--- src/rtl/izn_pkg.sv ---
// Shared types, constants and helper functions for the Izhikevich neuron step block.
// No dependencies; every other file in rtl imports this package.
`default_nettype none

package izn_pkg;

  localparam int INDEX_W   = 10;
  localparam int IDX_RANGE = 1 << INDEX_W;
  localparam int VAL_W     = 24;
  localparam int TRACE_W   = 16;

  localparam int EXC_COUNT       = 120;
  localparam int NON_INPUT_COUNT = 240;

  localparam int FIFO_DEPTH = 16;
  localparam int FIFO_PTR_W = $clog2(FIFO_DEPTH);
  localparam int OCC_W      = $clog2(FIFO_DEPTH + 1);

  typedef logic signed [VAL_W-1:0] val_t;
  typedef logic [TRACE_W-1:0] trace_t;
  typedef logic [INDEX_W-1:0] index_t;

  typedef enum logic [1:0] {
    CFG_EXC_THRESHOLD   = 2'd0,
    CFG_EXC_RESET_LEVEL = 2'd1,
    CFG_INH_THRESHOLD   = 2'd2,
    CFG_INH_RESET_LEVEL = 2'd3
  } cfg_index_t;

  typedef struct packed {
    val_t   membrane;
    val_t   recovery;
    trace_t ltp;
    trace_t ltd;
  } mem_word_t;

  typedef struct packed {
    index_t neuron_id;
    logic   spiked;
    val_t   membrane;
    trace_t ltp;
    trace_t ltd;
  } result_t;

  localparam val_t MEMBRANE_RESET  = -24'sd16640;
  localparam val_t RECOVERY_RESET  = -24'sd3328;
  localparam val_t THRESHOLD_RESET = 24'sd7680;
  localparam val_t INPUT_THRESHOLD = 24'sd7680;
  localparam val_t INPUT_RESET     = -24'sd16640;
  localparam val_t INJECT_LEVEL    = 24'sd12800;
  localparam val_t D_EXC           = 24'sd2048;
  localparam val_t D_INH           = 24'sd512;
  localparam trace_t LTP_SET       = 16'd6554;
  localparam trace_t LTD_SET       = 16'd7864;

  // Half step: 5v + 140 - u + I carries the constant 140 in Q15.8.
  localparam logic signed [27:0] LIN_BIAS = 28'sd35840;
  localparam logic [47:0] SQ_ROUND = 48'd3200;
  // Above this quotient bound the half step saturates high whatever the other terms are.
  localparam logic [31:0] SQ_X_CAP = 32'd3355443199;

  // floor(x / 25) and floor(x / 125) for any 32-bit x: (x * magic) >> 35.
  localparam logic [30:0] DIV25_MAGIC  = 31'h51EB851F;
  localparam logic [30:0] DIV125_MAGIC = 31'h10624DD3;
  localparam int DIV_SHIFT = 35;

  // Recovery rounding bias plus an offset of den * 2^20 that keeps the dividend positive.
  localparam logic signed [29:0] REC_BIAS_50  = 30'sd52428825;
  localparam logic signed [29:0] REC_BIAS_250 = 30'sd262144125;
  localparam logic signed [25:0] REC_OFFSET_Q = 26'sd1048576;

  // floor(x / 5) for x below 2^19: (x * magic) >> 21.
  localparam logic [18:0] DECAY_MAGIC = 19'd419431;

  function automatic val_t sat24(input logic signed [31:0] x);
    val_t r;
    if (x > 32'sd8388607) begin
      r = 24'sh7FFFFF;
    end else if (x < -32'sd8388608) begin
      r = 24'sh800000;
    end else begin
      r = x[VAL_W-1:0];
    end
    return r;
  endfunction

endpackage

`default_nettype wire

--- src/rtl/izn_half_step.sv ---
// One half-millisecond membrane update in four pipeline stages:
// v + floor((round(v*v/6400) + 5v + 140 - u + I) / 2), saturated. Uses izn_pkg.
`default_nettype none

module izn_half_step (
  input  logic         clk,
  input  izn_pkg::val_t v_in,
  input  izn_pkg::val_t u_in,
  input  izn_pkg::val_t cur_in,
  output izn_pkg::val_t v_out,
  output izn_pkg::val_t u_out,
  output izn_pkg::val_t cur_out
);
  import izn_pkg::*;

  logic signed [47:0] sq_w;
  logic signed [27:0] lin_w;
  val_t a_v, a_u, a_cur;
  logic [46:0] a_sq;
  logic signed [27:0] a_lin;

  logic [47:0] sum_w;
  logic [39:0] xs_w;
  val_t b_v, b_u, b_cur;
  logic signed [27:0] b_lin;
  logic [31:0] b_x;

  logic [62:0] prod_w;
  val_t c_v, c_u, c_cur;
  logic signed [27:0] c_lin;
  logic [62:0] c_prod;

  logic signed [28:0] f_w;
  logic signed [28:0] half_w;
  logic signed [31:0] vsum_w;

  assign sq_w  = v_in * v_in;
  assign lin_w = (28'(v_in) <<< 2) + 28'(v_in) - 28'(u_in) + 28'(cur_in) + LIN_BIAS;

  always_ff @(posedge clk) begin
    a_v   <= v_in;
    a_u   <= u_in;
    a_cur <= cur_in;
    a_sq  <= sq_w[46:0];
    a_lin <= lin_w;
  end

  assign sum_w = {1'b0, a_sq} + SQ_ROUND;
  assign xs_w  = sum_w[47:8];

  always_ff @(posedge clk) begin
    b_v   <= a_v;
    b_u   <= a_u;
    b_cur <= a_cur;
    b_lin <= a_lin;
    b_x   <= (xs_w > 40'(SQ_X_CAP)) ? SQ_X_CAP : xs_w[31:0];
  end

  assign prod_w = b_x * DIV25_MAGIC;

  always_ff @(posedge clk) begin
    c_v    <= b_v;
    c_u    <= b_u;
    c_cur  <= b_cur;
    c_lin  <= b_lin;
    c_prod <= prod_w;
  end

  assign f_w    = signed'({1'b0, c_prod[62:DIV_SHIFT]}) + 29'(c_lin);
  assign half_w = f_w >>> 1;
  assign vsum_w = 32'(c_v) + 32'(half_w);

  always_ff @(posedge clk) begin
    v_out   <= sat24(vsum_w);
    u_out   <= c_u;
    cur_out <= c_cur;
  end

endmodule

`default_nettype wire

--- config.mk ---
export PLATFORM = sky130hd
export DESIGN_NAME = izn_half_step
export DESIGN_NICKNAME = d
export VERILOG_FILES = /design/src/rtl/izn_pkg.sv /design/src/rtl/izn_half_step.sv
export SDC_FILE = /design/constraint.sdc
export NUM_CORES = 2
export LEC_CHECK = 0
export BUFFER_PORTS_ARGS = -buffer_cell sky130_fd_sc_hd__clkbuf_2
export CAP_MARGIN = 5
export CORE_MARGIN = 5
export CORE_UTILIZATION = 35
export DETAILED_ROUTE_END_ITERATION = 10
export GPL_TIMING_DRIVEN = 1
export PLACE_DENSITY = 0.55
export SYNTH_ARGS = -nofsm -noshare
export SYNTH_HDL_FRONTEND = slang
export SYNTH_SLANG_ARGS = --single-unit
export TNS_END_PERCENT = 1
--- constraint.sdc ---
create_clock -name clk -period 7 [get_ports clk]
set_input_delay 0.35 -clock clk [delete_from_list [all_inputs] [get_ports clk]]
set_output_delay 0.35 -clock clk [all_outputs]
set_load 0.1 [all_outputs]
Word-level counts from Yosys, hierarchy flattened
Index checks and enable logic that the tools add are counted.
{ "op_classes": {"addsub": 7, "n_mul": 2, "order_cmp": 3, "mux": 1} }
{ "ops": {"columns": ["cell", "n"], "rows": [
  ["multiplier 32 x 31 -> 63 bit (second input constant)", 1],
  ["adder 47 x 12 -> 48 bit (second input constant)", 1],
  ["multiplier 24 x 24 -> 47 bit", 1],
  ["> comparator 40 x 32 -> 1 bit (second input constant)", 1],
  ["adder 24 x 28 -> 29 bit", 1],
  ["adder 29 x 28 -> 29 bit", 1],
  ["> comparator 29 x 24 -> 1 bit (second input constant)", 1],
  ["less-than comparator 29 x 24 -> 1 bit (second input constant)", 1],
  ["adder 28 x 17 -> 28 bit (second input constant)", 1],
  ["adder 28 x 24 -> 28 bit", 1],
  ["subtractor 27 x 24 -> 28 bit", 1],
  ["adder 26 x 24 -> 27 bit", 1],
  ["2-to-1 mux 24 bit", 1]
]} }
{ "totals": {"ff_bits": 514, "input_bits": 73, "wordCells": 31} }

Depth between registers and ports, before layout
{ "logic_depth": {"depth_word": 4, "depth_mapped": 29, "ltp_nobuf": 28} }

Least setup slack after synthesis
No wires, ideal clock.
{ "synth_timing": {"path_type": "in2reg", "startpoint": "in v_in[9]", "endpoint": "reg a_sq[45]", "setup_ns": 0.123, "arrival_ns": 7.064, "slack_ns": -0.187, "stages": 27, "path_buffers": 2, "cell_sequence": "clkbuf_1 -> buf_1 -> nand2_1 -> fa_1 -> inv_1 -> fa_1 -> inv_1 -> fa_1 -> inv_1 -> fa_1 -> inv_1 -> fa_1 -> inv_1 -> fa_1 -> inv_1 -> fa_1 -> inv_1 -> ha_1 -> and2_1 -> a221o_1 -> a41oi_2 -> o31ai_4 -> o2111a_1 -> o21a_1 -> a311oi_1 -> o21ai_1 -> xor2_1"} }
{ "synth_between": {"elab_chain_cells": 1} }
{ "synth_rtl": {"columns": ["item", "line", "source"], "rows": [
  ["from (decl)", "izn_half_step.sv:7", "input izn_pkg::val_t v_in,"],
  ["multiplier 24 x 24 -> 47 bit", "izn_half_step.sv:37", "assign sq_w = v_in * v_in;"],
  ["named net sq_w[45]", "izn_half_step.sv:16", "logic signed [47:0] sq_w;"],
  ["to (signal assigned)", "izn_half_step.sv:44", "a_sq <= sq_w[46:0];"],
  ["to (decl)", "izn_half_step.sv:19", "logic [46:0] a_sq;"]
]} }
The timed path passes the listed nets, and every way through them passes these cells.
A chain may end at the register's enable or synchronous reset.

Worst setup path in the final report
{ "layout_timing": {"startpoint": "reg b_x[13]", "endpoint": "reg c_prod[52]"} }
{ "layout_between": {"elab_chain_cells": 1} }
{ "layout_rtl": {"columns": ["item", "line", "source"], "rows": [
  ["from (decl)", "izn_half_step.sv:26", "logic [31:0] b_x;"],
  ["from (signal assigned)", "izn_half_step.sv:56", "b_x <= (xs_w > 40'(SQ_X_CAP)) ? SQ_X_CAP : xs_w[31:0];"],
  ["multiplier 32 x 31 -> 63 bit", "izn_half_step.sv:59", "assign prod_w = b_x * DIV25_MAGIC;"],
  ["named net prod_w[52]", "izn_half_step.sv:28", "logic [62:0] prod_w;"],
  ["to (signal assigned)", "izn_half_step.sv:66", "c_prod <= prod_w;"],
  ["to (decl)", "izn_half_step.sv:31", "logic [62:0] c_prod;"]
]} }
The timed path passes the listed nets, and every way through them passes these cells.

==> results.cfg <==
[global_routing]
grt_overflow = 0
antenna_found_initial = 5
grt_pass1_wl_mm = 212
grt_max_degree = 33
grt_usage = 0.182
grt_pass1_vias = 37800

[synthesis]
synth_top_family_by_area = adder cells
yosys_warnings = 0
synthSimpleGateAreaFrac = 0.0603
synthMuxAreaShare = 0.000644
yosysSeqAreaShare = 0.187
synthCells = 4836
yosys.area_share.adder = 0.551
synth_cell_types = 89
syn_area_um2 = 50500
synth_edf_count = 0
synth_area_per_cell_um2 = 10.4
syn_nets = 6541
synth_compound_area_frac = 0.0610
async_flop_share = 0
synth_xor_area_frac = 0.0320
synth_flop_cell = dfxtp_1
ys_ff_latch = 472

[routing]
vias_per_cell = 4.54
drt_wl_total_mm = 134
route.detailed.drc = 0
first_pass_iters = 5
drt_iter0_markers = 1741
drt-wirelength-per-cell_um = 18.1
vias = 33500
postRouteAntennaNets = 0

[setup_path]
r2r_slack_ns = -0.08
worst-endpoint-required_ns = 7.53
reg2reg_depth = 25
r2r_end = c_prod[52]
worst_ep_arrival_time_ns = 7.61
startpoint_type = register
critPathCaptureType = register
crit_type = reg -> reg
r2r_start = b_x[13]
path_max_fanout = 8
startpoint = b_x[13]

[sta]
fin_ws_ns = -0.0791
relSlewSlack = 0.448
hold_viol = 0
max_clock_freq_mhz = 141
tightest_slew_ns = 0.807
slew_violations = 0
skew_ns = 0.0288
fin_crit_ns = 7.08
final.period_utilization = 1.01
setup_viol = 7
rsz0062_at_grt = true

[cells_and_area]
fillers = 13900
finalNetCount = 7140
fin_area_um2 = 59500
layout-drive-gt1-share = 0.145
area_delta_synth_final_pct = 17.8

[clock_tree]
clkTransAtPathRegs_ns = 0.06
numCtsBuffers = 50
cts_root_buf = clkbuf_16
cts_tree = done
cts_max_level = 2
insertion_delay_ns = 0.62
clock_sinks = 472
cts_buffer_depth = 3

[floorplan]
die_h_um = 390
rows = 139
initial_core_util = 0.352
dieArea_um2 = 152000
fp.dieW_um = 390
ios = 145
core_area_um2 = 143000

[min_path]
hold_path.class = in -> reg
min_from = v_in[17]
min_to = a_v[17]
min_path_cells = 2

[placed_design]
placed_area_um2 = 56700
gp_congestion = 0.916
place.port_buffers = 144
hpwlAfterDp_mm = 119
place_worst_setup_slack_ns = -0.331

[flow_run]
cap_violations = 0

[run_status]
status = finished, violations left
violations = setup timing
==> sequential cells by signal (all words and copies together) (netlist names) <==
name     flops
c_lin       28
u_out       24
v_out       24
c_cur       24
b_lin       28
b_cur       24
a_lin       28
b_x         32
b_u         24
b_v         24
a_cur       24
a_sq        41
c_v         24
a_u         24
c_prod      28
cur_out     24
c_u         24
a_v         23
==> area by class of cell <==
type / instances / area (um2) / area share
multi-input combinational: 2927 / 36000 / 0.605
clock buffer: 61 / 1340 / 0.0226
antenna: 1 / 2.50 / 0.0000421
sequential: 472 / 9480 / 0.159
inverter: 1374 / 5160 / 0.0867
tap: 1903 / 2380 / 0.0400
clock inverter: 33 / 420 / 0.00707
timing repair buffer: 610 / 4690 / 0.0789
==> timing repair <==
action,CTS,global route
endpoints found under the setup margin,13,35
setup buffers,2,7
resized for setup,21,82
hold buffers,50,0
endpoints found under the hold margin,51,0
pin swaps,8,55
==> synthesized netlist by cell type, drive strengths merged (39+ instances only) <==
library cell	count	area [um2]
nor2	178	668
xor2	78	698
inv	1367	5130
a21oi	136	688
nand2	287	1080
a21o	73	548
ha	642	8030
xnor2	105	920
dfxtp	472	9450
nand3	39	205
clkbuf	45	170
o21ai	80	479
fa	990	19800
==> cells in the final DEF, fill, tap and decap left out, types with 8 or more instances in the layout <==
cell           Yosys  layout
clkbuf_2           1     143
o21a_1            20      20
and3_1            27      27
nand2_1          287     284
a21oi_2            2       9
nor2b_1           21      21
o21ai_1            8      10
xor2_1            76      75
nor3_1            25      24
buf_4              1     387
inv_2              4      16
buf_12             0      26
o211ai_1          12      12
inv_1           1363    1350
dlygate4sd3_1      0      49
nor2_1           178     178
ha_4               0      13
nand3_1           37      36
o21ai_0           51      49
dfxtp_2            0      10
ha_1             642     625
o21bai_1          21      21
a21oi_1          134     127
clkinv_2           0       8
nand4_1           25      25
a21o_1            73      73
xnor2_1          105     105
fa_2               0      12
a31oi_1           16      13
o21ai_2           21      21
clkbuf_16          0      51
fa_1             990     978
nand2b_1          13      13
dfxtp_1          472     458
==> worst max-delay path, stage by stage, from the launching register on <==
cell	delay [ns]
dfxtp_2	0.33
buf_12	0.14
ha_1	0.22
fa_1	0.51
inv_1	0.05
fa_1	0.48
fa_1	0.58
fa_1	0.44
fa_1	0.49
fa_1	0.52
fa_1	0.55
inv_2	0.05
ha_4	0.26
nand4_1	0.23
buf_4	0.22
buf_4	0.13
o21bai_1	0.15
o31a_1	0.33
a311oi_2	0.25
buf_4	0.20
o2111ai_4	0.16
nand3b_1	0.22
buf_4	0.15
a21oi_2	0.05
xnor2_1	0.12
buf_4	0.13
==> metrics by stage <==
stage | util | hold slack (ns) | instances | setup TNS, ns
2_1_floorplan | - | 0.310 | 4836 | 0
3_3_place_gp | 0.395 | 0.310 | 7229 | -3.02
3_5_place_dp | 0.395 | 0.312 | 7229 | -3.71
4_1_cts | 0.412 | 0.0454 | 7375 | -0.0101
5_1_grt | 0.415 | 0.0652 | 7380 | -4.70
6_report | 0.415 | 0.0761 | 7381 | -0.259
==> layer usage <==
layer	global-route usage	vias up	part of all wire
met1	0.238	16800	0.44
met2	0.307	667	0.47
li1	-	15900	-
met3	0.0329	167	0.054
met4	0.0567	4	0.036
met5	0	-	0.00019
==> worst max-delay path by stage <==
| stage | endpoint | slack, ns | depth (start not counted) |
|---|---|---|---|
| 2_1_floorplan | a_sq[45] | 0.009 | 27 |
| 3_3_place_gp | a_sq[45] | -0.26 | 26 |
| 3_5_place_dp | c_prod[60] | -0.33 | 26 |
| 4_1_cts | c_prod[56] | -0.01 | 25 |
| 5_1_grt | c_prod[52] | -0.34 | 26 |
| 6_report | c_prod[52] | -0.08 | 25 |
==> logic make-up (layout without fill, tap and decap cells) <==
kind of cell,after synthesis,count (layout)
compound gates,442,442
xor+xnor,183,183
fa+ha+maj,1632,1632
buf+inv,1437,2078
flops,472,472
mux,3,3
other cells,0,1
simple gates,667,667
Power is not shown: default switching activity piles up to over one toggle a cycle in this logic, so the estimate is an artifact.
